### src/rtl/vcls_pkg.sv
// ----------------------------------------------------------------------------
// vcls_pkg
// Shared types, constants and arithmetic helpers for the velocity command
// limiter and smoother.
// ----------------------------------------------------------------------------
`default_nettype none

package vcls_pkg;

   localparam int unsigned DATA_W  = 16;
   localparam int unsigned CFG_W   = 15;
   localparam int unsigned FRAC_W  = 12;
   localparam int unsigned ADDR_W  = 4;
   localparam int unsigned PDATA_W = 32;

   localparam logic [CFG_W-1:0] LIMIT_MAX = 15'h7FFF;

   localparam logic [CFG_W-1:0] SPEED_LIMIT_RST   = 15'd6144;
   localparam logic [CFG_W-1:0] TURN_LIMIT_RST    = 15'd6144;
   localparam logic [CFG_W-1:0] TURN_DEADBAND_RST = 15'd82;
   localparam logic [CFG_W-1:0] SPEED_STEP_RST    = 15'd102;

   typedef enum logic [1:0] {
      CSR_SPEED_LIMIT   = 2'd0,
      CSR_TURN_LIMIT    = 2'd1,
      CSR_TURN_DEADBAND = 2'd2,
      CSR_SPEED_STEP    = 2'd3
   } csr_index_type;

   typedef struct packed {
      logic [CFG_W-1:0] speed_limit;
      logic [CFG_W-1:0] turn_limit;
      logic [CFG_W-1:0] turn_deadband;
      logic [CFG_W-1:0] speed_step;
   } cfg_type;

   // magnitude of a signed 16-bit value, 17 bits so -32768 is exact
   function automatic logic [DATA_W:0] abs17(input logic signed [DATA_W-1:0] v);
      logic signed [DATA_W:0] w;
      w = {v[DATA_W-1], v};
      return v[DATA_W-1] ? (DATA_W+1)'(-w) : (DATA_W+1)'(w);
   endfunction

   // clamp magnitude to lim, sign kept
   function automatic logic signed [DATA_W-1:0] clamp_mag(
      input logic signed [DATA_W-1:0] v,
      input logic        [CFG_W-1:0]  lim
   );
      logic [DATA_W:0]          mag;
      logic signed [DATA_W-1:0] pos;
      mag = abs17(v);
      pos = $signed({1'b0, lim});
      if (mag > {2'b00, lim}) begin
         return v[DATA_W-1] ? DATA_W'(-pos) : pos;
      end
      return v;
   endfunction

   function automatic logic signed [DATA_W-1:0] sat16(input logic signed [DATA_W+1:0] v);
      if (v > 18'sd32767) begin
         return 16'sh7FFF;
      end
      if (v < -18'sd32768) begin
         return 16'sh8000;
      end
      return v[DATA_W-1:0];
   endfunction

endpackage

`default_nettype wire

### src/rtl/vcls_req_if.sv
// ----------------------------------------------------------------------------
// vcls_req_if
// Request channel: one velocity command per transfer.
// ----------------------------------------------------------------------------
`default_nettype none

interface vcls_req_if;
   logic                                  valid;
   logic                                  ready;
   logic signed [vcls_pkg::DATA_W-1:0]    speed_request;
   logic signed [vcls_pkg::DATA_W-1:0]    speed_scale;
   logic signed [vcls_pkg::DATA_W-1:0]    turn_request;

   modport source (output valid, output speed_request, output speed_scale,
                   output turn_request, input ready);
   modport sink   (input valid, input speed_request, input speed_scale,
                   input turn_request, output ready);
endinterface

`default_nettype wire

### src/rtl/vcls_rsp_if.sv
// ----------------------------------------------------------------------------
// vcls_rsp_if
// Response channel: limited and smoothed command.
// ----------------------------------------------------------------------------
`default_nettype none

interface vcls_rsp_if;
   logic                                  valid;
   logic                                  ready;
   logic signed [vcls_pkg::DATA_W-1:0]    speed_out;
   logic signed [vcls_pkg::DATA_W-1:0]    turn_out;

   modport source (output valid, output speed_out, output turn_out, input ready);
   modport sink   (input valid, input speed_out, input turn_out, output ready);
endinterface

`default_nettype wire

### src/rtl/vcls_csr.sv
// ----------------------------------------------------------------------------
// vcls_csr
// APB register file holding the limits, deadband and ramp step.
// ----------------------------------------------------------------------------
`default_nettype none

module vcls_csr (
   input  wire logic                              clock,
   input  wire logic                              reset,
   input  wire logic                              psel,
   input  wire logic                              penable,
   input  wire logic                              pwrite,
   input  wire logic [vcls_pkg::ADDR_W-1:0]       paddr,
   input  wire logic [vcls_pkg::PDATA_W-1:0]      pwdata,
   output logic      [vcls_pkg::PDATA_W-1:0]      prdata,
   output logic                                   pready,
   output vcls_pkg::cfg_type                      cfg
);

   vcls_pkg::cfg_type       cfg_ff;
   vcls_pkg::cfg_type       cfg_in;
   vcls_pkg::csr_index_type sel;
   logic                    wr;
   logic [vcls_pkg::CFG_W-1:0] wval;

   assign sel    = vcls_pkg::csr_index_type'(paddr[3:2]);
   assign wr     = psel && penable && pwrite;
   assign wval   = pwdata[vcls_pkg::CFG_W-1:0];
   assign pready = 1'b1;
   assign cfg    = cfg_ff;

   always_comb begin
      cfg_in = cfg_ff;
      if (wr) begin
         case (sel)
            vcls_pkg::CSR_SPEED_LIMIT:   cfg_in.speed_limit   = wval;
            vcls_pkg::CSR_TURN_LIMIT:    cfg_in.turn_limit    = wval;
            vcls_pkg::CSR_TURN_DEADBAND: cfg_in.turn_deadband = wval;
            vcls_pkg::CSR_SPEED_STEP:    cfg_in.speed_step    = wval;
            default: cfg_in = cfg_ff;
         endcase
      end
   end

   always_comb begin
      case (sel)
         vcls_pkg::CSR_SPEED_LIMIT:   prdata = 32'(cfg_ff.speed_limit);
         vcls_pkg::CSR_TURN_LIMIT:    prdata = 32'(cfg_ff.turn_limit);
         vcls_pkg::CSR_TURN_DEADBAND: prdata = 32'(cfg_ff.turn_deadband);
         vcls_pkg::CSR_SPEED_STEP:    prdata = 32'(cfg_ff.speed_step);
         default:                     prdata = '0;
      endcase
   end

   always_ff @(posedge clock) begin
      if (reset) begin
         cfg_ff.speed_limit   <= vcls_pkg::SPEED_LIMIT_RST;
         cfg_ff.turn_limit    <= vcls_pkg::TURN_LIMIT_RST;
         cfg_ff.turn_deadband <= vcls_pkg::TURN_DEADBAND_RST;
         cfg_ff.speed_step    <= vcls_pkg::SPEED_STEP_RST;
      end else begin
         cfg_ff <= cfg_in;
      end
   end

endmodule

`default_nettype wire

### src/rtl/vcls_limit.sv
// ----------------------------------------------------------------------------
// vcls_limit
// First stage logic: scaled speed limit and turn clamp with deadband.
// ----------------------------------------------------------------------------
`default_nettype none

module vcls_limit (
   input  wire vcls_pkg::cfg_type                cfg,
   input  wire logic signed [vcls_pkg::DATA_W-1:0] speed_scale,
   input  wire logic signed [vcls_pkg::DATA_W-1:0] turn_request,
   output logic        [vcls_pkg::CFG_W-1:0]     speed_lim,
   output logic signed [vcls_pkg::DATA_W-1:0]    turn_out
);

   logic [vcls_pkg::DATA_W:0]                 scale_mag;
   logic [31:0]                               prod;
   logic [31-vcls_pkg::FRAC_W:0]              prod_q;
   logic signed [vcls_pkg::DATA_W-1:0]        turn_clamped;
   logic [vcls_pkg::DATA_W:0]                 turn_mag;

   assign scale_mag = vcls_pkg::abs17(speed_scale);
   assign prod      = 32'(scale_mag) * 32'(cfg.speed_limit);
   assign prod_q    = prod[31:vcls_pkg::FRAC_W];

   always_comb begin
      if (speed_scale == '0) begin
         speed_lim = cfg.speed_limit;
      end else if (|prod_q[31-vcls_pkg::FRAC_W:vcls_pkg::CFG_W]) begin
         speed_lim = vcls_pkg::LIMIT_MAX;
      end else begin
         speed_lim = prod_q[vcls_pkg::CFG_W-1:0];
      end
   end

   assign turn_clamped = vcls_pkg::clamp_mag(turn_request, cfg.turn_limit);
   assign turn_mag     = vcls_pkg::abs17(turn_clamped);
   assign turn_out     = (turn_mag < {2'b00, cfg.turn_deadband}) ? '0 : turn_clamped;

endmodule

`default_nettype wire

### src/rtl/vcls_smooth.sv
// ----------------------------------------------------------------------------
// vcls_smooth
// Second stage logic: speed clamp, zero on sign reversal and slew smoother
// against the last output.
`default_nettype none

module vcls_smooth (
   input  wire logic signed [vcls_pkg::DATA_W-1:0] speed_request,
   input  wire logic        [vcls_pkg::CFG_W-1:0]  speed_lim,
   input  wire logic        [vcls_pkg::CFG_W-1:0]  speed_step,
   input  wire logic signed [vcls_pkg::DATA_W-1:0] last,
   output logic signed      [vcls_pkg::DATA_W-1:0] speed_out
);

   logic signed [vcls_pkg::DATA_W-1:0] cmd;
   logic                               cmd_le0;
   logic                               cmd_ge0;
   logic                               last_gt0;
   logic                               last_lt0;
   logic signed [vcls_pkg::DATA_W+1:0] rise;
   logic signed [vcls_pkg::DATA_W+1:0] twice;
   logic signed [vcls_pkg::DATA_W+1:0] last_x;
   logic signed [vcls_pkg::DATA_W+1:0] step_x;

   assign cmd      = vcls_pkg::clamp_mag(speed_request, speed_lim);
   assign cmd_le0  = cmd[vcls_pkg::DATA_W-1] || (cmd == '0);
   assign cmd_ge0  = !cmd[vcls_pkg::DATA_W-1];
   assign last_gt0 = !last[vcls_pkg::DATA_W-1] && (last != '0);
   assign last_lt0 = last[vcls_pkg::DATA_W-1];

   assign rise   = $signed({1'b0, vcls_pkg::abs17(cmd)}) - $signed({1'b0, vcls_pkg::abs17(last)});
   assign twice  = $signed({2'b00, speed_step, 1'b0});
   assign last_x = {{2{last[vcls_pkg::DATA_W-1]}}, last};
   assign step_x = $signed({3'b000, speed_step});

   always_comb begin
      if ((cmd_le0 && last_gt0) || (cmd_ge0 && last_lt0)) begin
         speed_out = '0;
      end else if (rise < twice) begin
         speed_out = cmd;
      end else if (cmd > last) begin
         speed_out = vcls_pkg::sat16(last_x + step_x);
      end else if (cmd < last) begin
         speed_out = vcls_pkg::sat16(last_x - step_x);
      end else begin
         speed_out = cmd;
      end
   end

endmodule

`default_nettype wire

### src/rtl/velocity_command_limiter_smoother_unit.sv
// ----------------------------------------------------------------------------
// velocity_command_limiter_smoother_unit
// Limits and smooths a stream of velocity commands.
// ----------------------------------------------------------------------------
// Requests arrive on req_bus (valid/ready): speed, scale and turn, Q4.12.
// Each request yields exactly one response on rsp_bus: clamped and smoothed
// speed plus clamped, deadbanded turn rate.
// Path: an accepted request lands in the input register; limiter and
// smoother work on it in one pass and the response register loads from it
// once the response register is empty or its response is being taken.
// Throughput: one request per cycle unless rsp_bus stalls; the only feedback
// is the last speed output, updated when the response register loads.
// req_bus.ready is high while the input register is empty or can move on.
// When rsp_bus stalls the response holds, one more request is taken into
// the input register, then req_bus.ready drops until the response is taken.
// Registers (APB, byte address 4*i): speed_limit, turn_limit, turn_deadband,
// speed_step; write them only while the block is empty.
// Reset (synchronous): pipeline emptied, last speed cleared to zero,
// registers to their defaults.
// ----------------------------------------------------------------------------
`default_nettype none

module velocity_command_limiter_smoother_unit (
   input  wire logic                              clock,
   input  wire logic                              reset,
   vcls_req_if.sink                               req_bus,
   vcls_rsp_if.source                             rsp_bus,
   input  wire logic                              psel,
   input  wire logic                              penable,
   input  wire logic                              pwrite,
   input  wire logic [vcls_pkg::ADDR_W-1:0]       paddr,
   input  wire logic [vcls_pkg::PDATA_W-1:0]      pwdata,
   output logic      [vcls_pkg::PDATA_W-1:0]      prdata,
   output logic                                   pready
);

   vcls_pkg::cfg_type cfg;

   logic s1_v_ff, s1_v_in;
   logic out_v_ff, out_v_in;

   logic signed [vcls_pkg::DATA_W-1:0] s1_speed_ff, s1_scale_ff, s1_turn_ff;
   logic signed [vcls_pkg::DATA_W-1:0] out_speed_ff, out_turn_ff;
   logic signed [vcls_pkg::DATA_W-1:0] prev_speed_ff;

   logic        [vcls_pkg::CFG_W-1:0]  lim_in;
   logic signed [vcls_pkg::DATA_W-1:0] turn_in;
   logic signed [vcls_pkg::DATA_W-1:0] speed_in;

   logic out_free, s1_free;
   logic req_take, s1_go;

   vcls_csr u_csr (
      .clock   (clock),
      .reset   (reset),
      .psel    (psel),
      .penable (penable),
      .pwrite  (pwrite),
      .paddr   (paddr),
      .pwdata  (pwdata),
      .prdata  (prdata),
      .pready  (pready),
      .cfg     (cfg)
   );

   vcls_limit u_limit (
      .cfg          (cfg),
      .speed_scale  (s1_scale_ff),
      .turn_request (s1_turn_ff),
      .speed_lim    (lim_in),
      .turn_out     (turn_in)
   );

   vcls_smooth u_smooth (
      .speed_request (s1_speed_ff),
      .speed_lim     (lim_in),
      .speed_step    (cfg.speed_step),
      .last          (prev_speed_ff),
      .speed_out     (speed_in)
   );

   assign out_free = !out_v_ff || rsp_bus.ready;
   assign s1_free  = !s1_v_ff || out_free;
   assign req_take = req_bus.valid && s1_free;
   assign s1_go    = s1_v_ff && out_free;

   assign s1_v_in  = s1_free  ? req_bus.valid : s1_v_ff;
   assign out_v_in = out_free ? s1_v_ff       : out_v_ff;

   assign req_bus.ready     = s1_free;
   assign rsp_bus.valid     = out_v_ff;
   assign rsp_bus.speed_out = out_speed_ff;
   assign rsp_bus.turn_out  = out_turn_ff;

   always_ff @(posedge clock) begin
      if (reset) begin
         s1_v_ff       <= 1'b0;
         out_v_ff      <= 1'b0;
         prev_speed_ff <= '0;
      end else begin
         s1_v_ff  <= s1_v_in;
         out_v_ff <= out_v_in;
         if (s1_go) begin
            prev_speed_ff <= speed_in;
         end
      end
   end

   always_ff @(posedge clock) begin
      if (req_take) begin
         s1_speed_ff <= req_bus.speed_request;
         s1_scale_ff <= req_bus.speed_scale;
         s1_turn_ff  <= req_bus.turn_request;
      end
      if (s1_go) begin
         out_speed_ff <= speed_in;
         out_turn_ff  <= turn_in;
      end
   end

`ifndef SYNTH
   a_prev_hold: assert property (@(posedge clock) disable iff (reset)
      !s1_go |=> $stable(prev_speed_ff))
      else $error("last speed changed without a response load");

   a_prev_match: assert property (@(posedge clock) disable iff (reset)
      s1_go |=> (rsp_bus.valid && rsp_bus.speed_out == prev_speed_ff))
      else $error("response speed differs from smoother state");

   a_reset_empty: assert property (@(posedge clock)
      reset |=> (!rsp_bus.valid && !s1_v_ff && prev_speed_ff == '0))
      else $error("pipeline not empty after reset");
`endif

endmodule

`default_nettype wire
### src/flat_wrapper.sv
// flat-port wrapper written by rule: the top's interface ports become plain ports
module velocity_command_limiter_smoother_unit_flat 
  (clock, reset, psel, penable, pwrite, paddr, pwdata, prdata, pready, req_bus_valid, req_bus_speed_request, req_bus_speed_scale, req_bus_turn_request, req_bus_ready, rsp_bus_valid, rsp_bus_speed_out, rsp_bus_turn_out, rsp_bus_ready);
  vcls_req_if req_bus_i ();
  vcls_rsp_if rsp_bus_i ();
  input  wire logic clock;
  input  wire logic reset;
  input  wire logic psel;
  input  wire logic penable;
  input  wire logic pwrite;
  input  wire logic [vcls_pkg::ADDR_W-1:0] paddr;
  input  wire logic [vcls_pkg::PDATA_W-1:0] pwdata;
  output logic      [vcls_pkg::PDATA_W-1:0] prdata;
  output logic pready;
  input wire logic [$bits(req_bus_i.valid)-1:0] req_bus_valid;
  input wire logic [$bits(req_bus_i.speed_request)-1:0] req_bus_speed_request;
  input wire logic [$bits(req_bus_i.speed_scale)-1:0] req_bus_speed_scale;
  input wire logic [$bits(req_bus_i.turn_request)-1:0] req_bus_turn_request;
  output wire logic [$bits(req_bus_i.ready)-1:0] req_bus_ready;
  output wire logic [$bits(rsp_bus_i.valid)-1:0] rsp_bus_valid;
  output wire logic [$bits(rsp_bus_i.speed_out)-1:0] rsp_bus_speed_out;
  output wire logic [$bits(rsp_bus_i.turn_out)-1:0] rsp_bus_turn_out;
  input wire logic [$bits(rsp_bus_i.ready)-1:0] rsp_bus_ready;
  assign req_bus_i.valid = req_bus_valid;
  assign req_bus_i.speed_request = req_bus_speed_request;
  assign req_bus_i.speed_scale = req_bus_speed_scale;
  assign req_bus_i.turn_request = req_bus_turn_request;
  assign req_bus_ready = req_bus_i.ready;
  assign rsp_bus_valid = rsp_bus_i.valid;
  assign rsp_bus_speed_out = rsp_bus_i.speed_out;
  assign rsp_bus_turn_out = rsp_bus_i.turn_out;
  assign rsp_bus_i.ready = rsp_bus_ready;
  velocity_command_limiter_smoother_unit u_core (.clock(clock), .reset(reset), .req_bus(req_bus_i), .rsp_bus(rsp_bus_i), .psel(psel), .penable(penable), .pwrite(pwrite), .paddr(paddr), .pwdata(pwdata), .prdata(prdata), .pready(pready));
endmodule
### config.mk
export PLATFORM = sky130hd
export DESIGN_NAME = velocity_command_limiter_smoother_unit_flat
export DESIGN_NICKNAME = d
export VERILOG_FILES = /design/src/rtl/vcls_pkg.sv /design/src/rtl/vcls_req_if.sv /design/src/rtl/vcls_rsp_if.sv /design/src/rtl/vcls_csr.sv /design/src/rtl/vcls_limit.sv /design/src/rtl/vcls_smooth.sv /design/src/rtl/velocity_command_limiter_smoother_unit.sv /design/src/flat_wrapper.sv
export SDC_FILE = /design/constraint.sdc
export NUM_CORES = 1
export LEC_CHECK = 0
export BUFFER_PORTS_ARGS = -buffer_cell sky130_fd_sc_hd__buf_2
export CORE_UTILIZATION = 24
export CTS_CLUSTER_SIZE = 30
export DETAILED_ROUTE_END_ITERATION = 10
export PLACE_DENSITY = 0.51
export REMOVE_ABC_BUFFERS = 1
export SETUP_SLACK_MARGIN = 0.02
export SLEW_MARGIN = 20
export SYNTH_ARGS = -nofsm -noshare
export SYNTH_HDL_FRONTEND = slang
export SYNTH_SLANG_ARGS = --single-unit
### constraint.sdc
create_clock -name clock -period 14.8 [get_ports clock]
set_input_delay 0.74 -clock clock [delete_from_list [all_inputs] [get_ports clock]]
set_output_delay 0.74 -clock clock [all_outputs]
set_load 0.005 [all_outputs]
==> impl_metrics.prom <==
# TYPE chip_impl_metric gauge
chip_impl_metric{name="num-fill-cells",unit=""} 9788
chip_impl_metric{name="grt_antenna_before_repair",unit=""} 4
chip_impl_metric{name="global_route.overflow_total",unit=""} 0
chip_impl_info{name="cts_tree",value="done"} 1
chip_impl_metric{name="slew_headroom",unit=""} 0.279
chip_impl_metric{name="finalSetupViolCount",unit=""} 0
chip_impl_metric{name="avgSynthCellArea",unit="um2"} 8.45
chip_impl_info{name="status",value="finished, final reports clean"} 1
chip_impl_metric{name="final_worst_clock_skew",unit="ps"} 20.1
chip_impl_metric{name="vias",unit=""} 19100
chip_impl_metric{name="htreeDepth",unit=""} 4
chip_impl_info{name="hold_class",value="input pin to flop"} 1
chip_impl_info{name="master_cell_of_the_clock_root_buffer",value="sky130_fd_sc_hd__clkbuf_16"} 1
chip_impl_metric{name="die_x",unit="um"} 304
chip_impl_metric{name="drt-vias-per-instance",unit=""} 4.75
chip_impl_metric{name="setup_slack",unit="ps"} 476
chip_impl_metric{name="final_min_period_over_clock_period",unit=""} 0.968
chip_impl_metric{name="synth-async-reset-ratio",unit=""} 0
chip_impl_metric{name="tightestPinTransition",unit="ps"} 1070
chip_impl_metric{name="routabilityCongestion",unit=""} 0.859
chip_impl_info{name="yosys.cell_count.top_type",value="sky130_fd_sc_hd__inv_1"} 1
chip_impl_metric{name="slew_violations",unit=""} 0
chip_impl_metric{name="detailedRoute.firstIterationViolations",unit=""} 1288
chip_impl_metric{name="syn-instance-count",unit=""} 2583
chip_impl_metric{name="dieArea",unit="um2"} 92200
chip_impl_metric{name="fin_cells",unit=""} 4019
chip_impl_metric{name="initial_utilization",unit=""} 0.243
chip_impl_metric{name="drt_antenna_net_count",unit=""} 0
chip_impl_metric{name="critical_path_arrival",unit="ps"} 14540
chip_impl_metric{name="post-route-drc-count",unit=""} 0
chip_impl_info{name="crit_type",value="flop to flop"} 1
chip_impl_metric{name="min_period",unit="ps"} 14320
chip_impl_metric{name="max-vdd-ir-drop",unit="mV"} 0.0870
chip_impl_metric{name="worst-path-max-fanout",unit=""} 8
chip_impl_metric{name="floorplan.core_area",unit="um2"} 90000
chip_impl_metric{name="clk-insertion-delay-late",unit="ps"} 510
chip_impl_metric{name="place.detailed.hpwl",unit="um"} 57400
chip_impl_metric{name="first_global_vias",unit=""} 18500
chip_impl_metric{name="max_cap_viol_count",unit=""} 0
chip_impl_info{name="critical_path_most_common_cell",value="sky130_fd_sc_hd__fa_1"} 1
chip_impl_metric{name="cpPeakStageDelay",unit="ps"} 660
chip_impl_metric{name="postLayoutCellArea",unit="um2"} 26100
chip_impl_metric{name="clk_pin_slew",unit="ps"} 70
chip_impl_metric{name="flow.area_growth_from_synthesis",unit="%"} 19.4
chip_impl_metric{name="post_dp_cell_area",unit="um2"} 24900
chip_impl_info{name="main_flop_type_after_synthesis",value="sky130_fd_sc_hd__edfxtp_1"} 1
chip_impl_metric{name="cts_sinks",unit=""} 158
chip_impl_metric{name="final_routed_wirelength",unit="um"} 69900
chip_impl_metric{name="synth_cell_type_count",unit=""} 90
chip_impl_info{name="critical_path.startpoint_type",value="flop"} 1
chip_impl_metric{name="layout.nets",unit=""} 3335
chip_impl_metric{name="placement.io_buffers",unit=""} 120
chip_impl_metric{name="cellLeakagePower",unit="uW"} 0.0114
chip_impl_info{name="synth.top_cells.by_count",value="sky130_fd_sc_hd__inv_1 (337), sky130_fd_sc_hd__nand2_1 (310), sky130_fd_sc_hd__ha_1 (220), sky130_fd_sc_hd__fa_1 (195), sky130_fd_sc_hd__a21oi_1 (170)"} 1
chip_impl_metric{name="synth_edf_count",unit=""} 80
chip_impl_info{name="grt_setup_unrepaired",value="yes"} 1
chip_impl_info{name="synthDominantAreaCellType",value="sky130_fd_sc_hd__fa_1"} 1
chip_impl_metric{name="global_route_wire_length_before_repair",unit="um"} 108000
chip_impl_metric{name="synthDominantCellAreaShare",unit=""} 0.179
chip_impl_metric{name="place_worst_setup_slack",unit="ps"} -138
chip_impl_metric{name="cts_buffers",unit=""} 17
chip_impl_metric{name="drive_above_1_share",unit=""} 0.172
chip_impl_metric{name="final_hold_viol_count",unit=""} 0
chip_impl_info{name="cp_slowest_cell",value="sky130_fd_sc_hd__or4b_2"} 1
chip_impl_metric{name="dp.cells",unit=""} 3970
chip_impl_metric{name="utilization_of_the_core_after_routing",unit=""} 0.290
chip_impl_info{name="post_synth_main_area_contributors",value="sky130_fd_sc_hd__fa_1 (18%), sky130_fd_sc_hd__ha_1 (13%), sky130_fd_sc_hd__edfxtp_1 (11%)"} 1
chip_impl_metric{name="synth.yosys.seq_area_share",unit=""} 0.182
chip_impl_metric{name="power_per_cell_area",unit="nW/um2"} 128
chip_impl_metric{name="chipHeight",unit="um"} 304
chip_impl_metric{name="rows",unit=""} 110
chip_impl_info{name="critical_path.top_delay_family",value="adder cells"} 1
chip_impl_metric{name="required_time_at_the_endpoint_of_the_critical_path",unit="ps"} 15010
chip_impl_metric{name="sequential_cell_area",unit="um2"} 3960
chip_impl_metric{name="cp_num_buf_inv",unit=""} 11
chip_impl_metric{name="number_of_warnings_reported_in_the_yosys_synthesis_log",unit=""} 0
chip_impl_metric{name="grt_max_degree",unit=""} 55
chip_impl_metric{name="ys_ff_latch",unit=""} 158
chip_impl_metric{name="maxClockFrequency",unit="GHz"} 0.0698
chip_impl_metric{name="grt_use_total",unit=""} 0.153
chip_impl_metric{name="synth.cell_area",unit="um2"} 21800
chip_impl_metric{name="multiInputGateArea",unit="um2"} 16600
chip_impl_metric{name="clock_tree_buf_depth",unit=""} 2
chip_impl_metric{name="drt-pass1-iter-count",unit=""} 7
chip_impl_metric{name="detail_route.wl_per_cell",unit="um"} 17.4
chip_impl_info{name="critPathCaptureType",value="flop"} 1
chip_impl_metric{name="boundaryPins",unit=""} 158
[cell type report]
class | instances | share of cell area
Antenna cell | 1 | 0.0000960
Inverter | 338 | 0.0487
Tap cell | 1176 | 0.0564
Multi-Input combinational cell | 1985 | 0.637
Clock buffer | 18 | 0.0165
Sequential cell | 158 | 0.152
Timing Repair Buffer | 329 | 0.0838
Clock inverter | 14 | 0.00600
[placed cells by master (no fill, tap or decap), types with 9 or more instances in the layout]
master / n
sky130_fd_sc_hd__or3_1: 17
sky130_fd_sc_hd__o211ai_1: 21
sky130_fd_sc_hd__mux4_2: 15
sky130_fd_sc_hd__inv_1: 333
sky130_fd_sc_hd__conb_1: 35
sky130_fd_sc_hd__edfxtp_1: 80
sky130_fd_sc_hd__nor2_1: 141
sky130_fd_sc_hd__buf_2: 120
sky130_fd_sc_hd__o31ai_1: 22
sky130_fd_sc_hd__mux2i_1: 17
sky130_fd_sc_hd__ha_1: 214
sky130_fd_sc_hd__nand2b_1: 17
sky130_fd_sc_hd__nand2_1: 308
sky130_fd_sc_hd__and2_1: 130
sky130_fd_sc_hd__o21bai_1: 13
sky130_fd_sc_hd__o21ai_1: 10
sky130_fd_sc_hd__xnor2_1: 115
sky130_fd_sc_hd__nor2b_1: 23
sky130_fd_sc_hd__nor4_1: 17
sky130_fd_sc_hd__a31oi_1: 15
sky130_fd_sc_hd__fa_1: 195
sky130_fd_sc_hd__dfxtp_1: 78
sky130_fd_sc_hd__nand4_1: 29
sky130_fd_sc_hd__and3_1: 13
sky130_fd_sc_hd__a32o_1: 10
sky130_fd_sc_hd__nand3_1: 31
sky130_fd_sc_hd__clkbuf_16: 17
sky130_fd_sc_hd__o21ai_0: 89
sky130_fd_sc_hd__nor3_1: 34
sky130_fd_sc_hd__or2_2: 9
sky130_fd_sc_hd__a21o_1: 33
sky130_fd_sc_hd__o22ai_1: 9
sky130_fd_sc_hd__o21a_1: 12
sky130_fd_sc_hd__buf_4: 205
sky130_fd_sc_hd__xor2_1: 39
sky130_fd_sc_hd__a21oi_1: 162
[report_power, final]
part | internal, uW | switching [uW]
Combinational | 1020 | 1280
Clock | 251 | 221
Sequential | 519 | 52.3
[worst reg2reg max path: cells and delay by family, from the launching register on]
kind | cells | cell delay (ps)
AND/OR/NAND/NOR | 17 | 4310
AO/OA/AOI/OAI | 17 | 3550
flip-flops | 1 | 390
adder cells (fa/ha/maj) | 10 | 4340
buffers and inverters | 11 | 1080
XOR/XNOR | 3 | 390
[what timing repair did]
item | 4_1_cts | 5_1_grt
hold buffers | 0 | 0
setup endpoints to repair | 31 | 32
resized for setup | 21 | 85
endpoints found under the hold margin | 0 | 0
pin swaps | 3 | 17
buffers inserted | 1 | 16
[per-layer routing]
layer / up-vias / share of wire / GRT usage
li1: 9165 / - / -
met1: 9396 / 0.46 / 0.211
met2: 440 / 0.46 / 0.244
met3: 79 / 0.047 / 0.0243
met4: 2 / 0.026 / 0.0481
met5: - / 0.00020 / 0
[final timing paths]
kind | to | depth (start not counted) | from | slack [ps]
worst min register to register | u_core.u_csr.cfg[22] | 2 | u_core.u_csr.cfg[22] | 470
worst max register to register | u_core.rsp_bus.speed_out[3] | 58 | u_core.s1_scale_ff[8] | 480
worst min-delay path | u_core.s1_scale_ff[2] | 1 | req_bus_speed_scale[2] | 410
worst max-delay path | u_core.rsp_bus.speed_out[3] | 58 | u_core.s1_scale_ff[8] | 480
[sequential cells by signal, indices dropped and copies added (netlist names)]
signal	cells
u_core.prev_speed_ff	16
u_core.rsp_bus.speed_out	16
u_core.rsp_bus.turn_out	16
u_core.rsp_bus.valid	1
u_core.s1_scale_ff	16
u_core.s1_speed_ff	16
u_core.s1_turn_ff	16
u_core.s1_v_ff	1
u_core.u_csr.cfg	60
[cell families after synthesis]
| kind of cell | synth area share |
|---|---|
| AO/OA/AOI/OAI | 0.150 |
| XOR/XNOR | 0.0650 |
| adder cells (fa/ha/maj) | 0.305 |
| buffers and inverters | 0.0857 |
| flip-flops | 0.182 |
| multiplexers | 0.0264 |
| other | 0.000344 |
| AND/OR/NAND/NOR | 0.186 |
[metrics by stage]
step	setup TNS (ps)	hold WS [ps]	power [uW]
floorplan	0	437	1920
global placement	-856	459	2710
detailed placement	-956	464	2690
CTS	0	375	3230
global route	-378	386	3610
finish	0	413	3340
No activity file was read; power rests on OpenSTA's default activity.
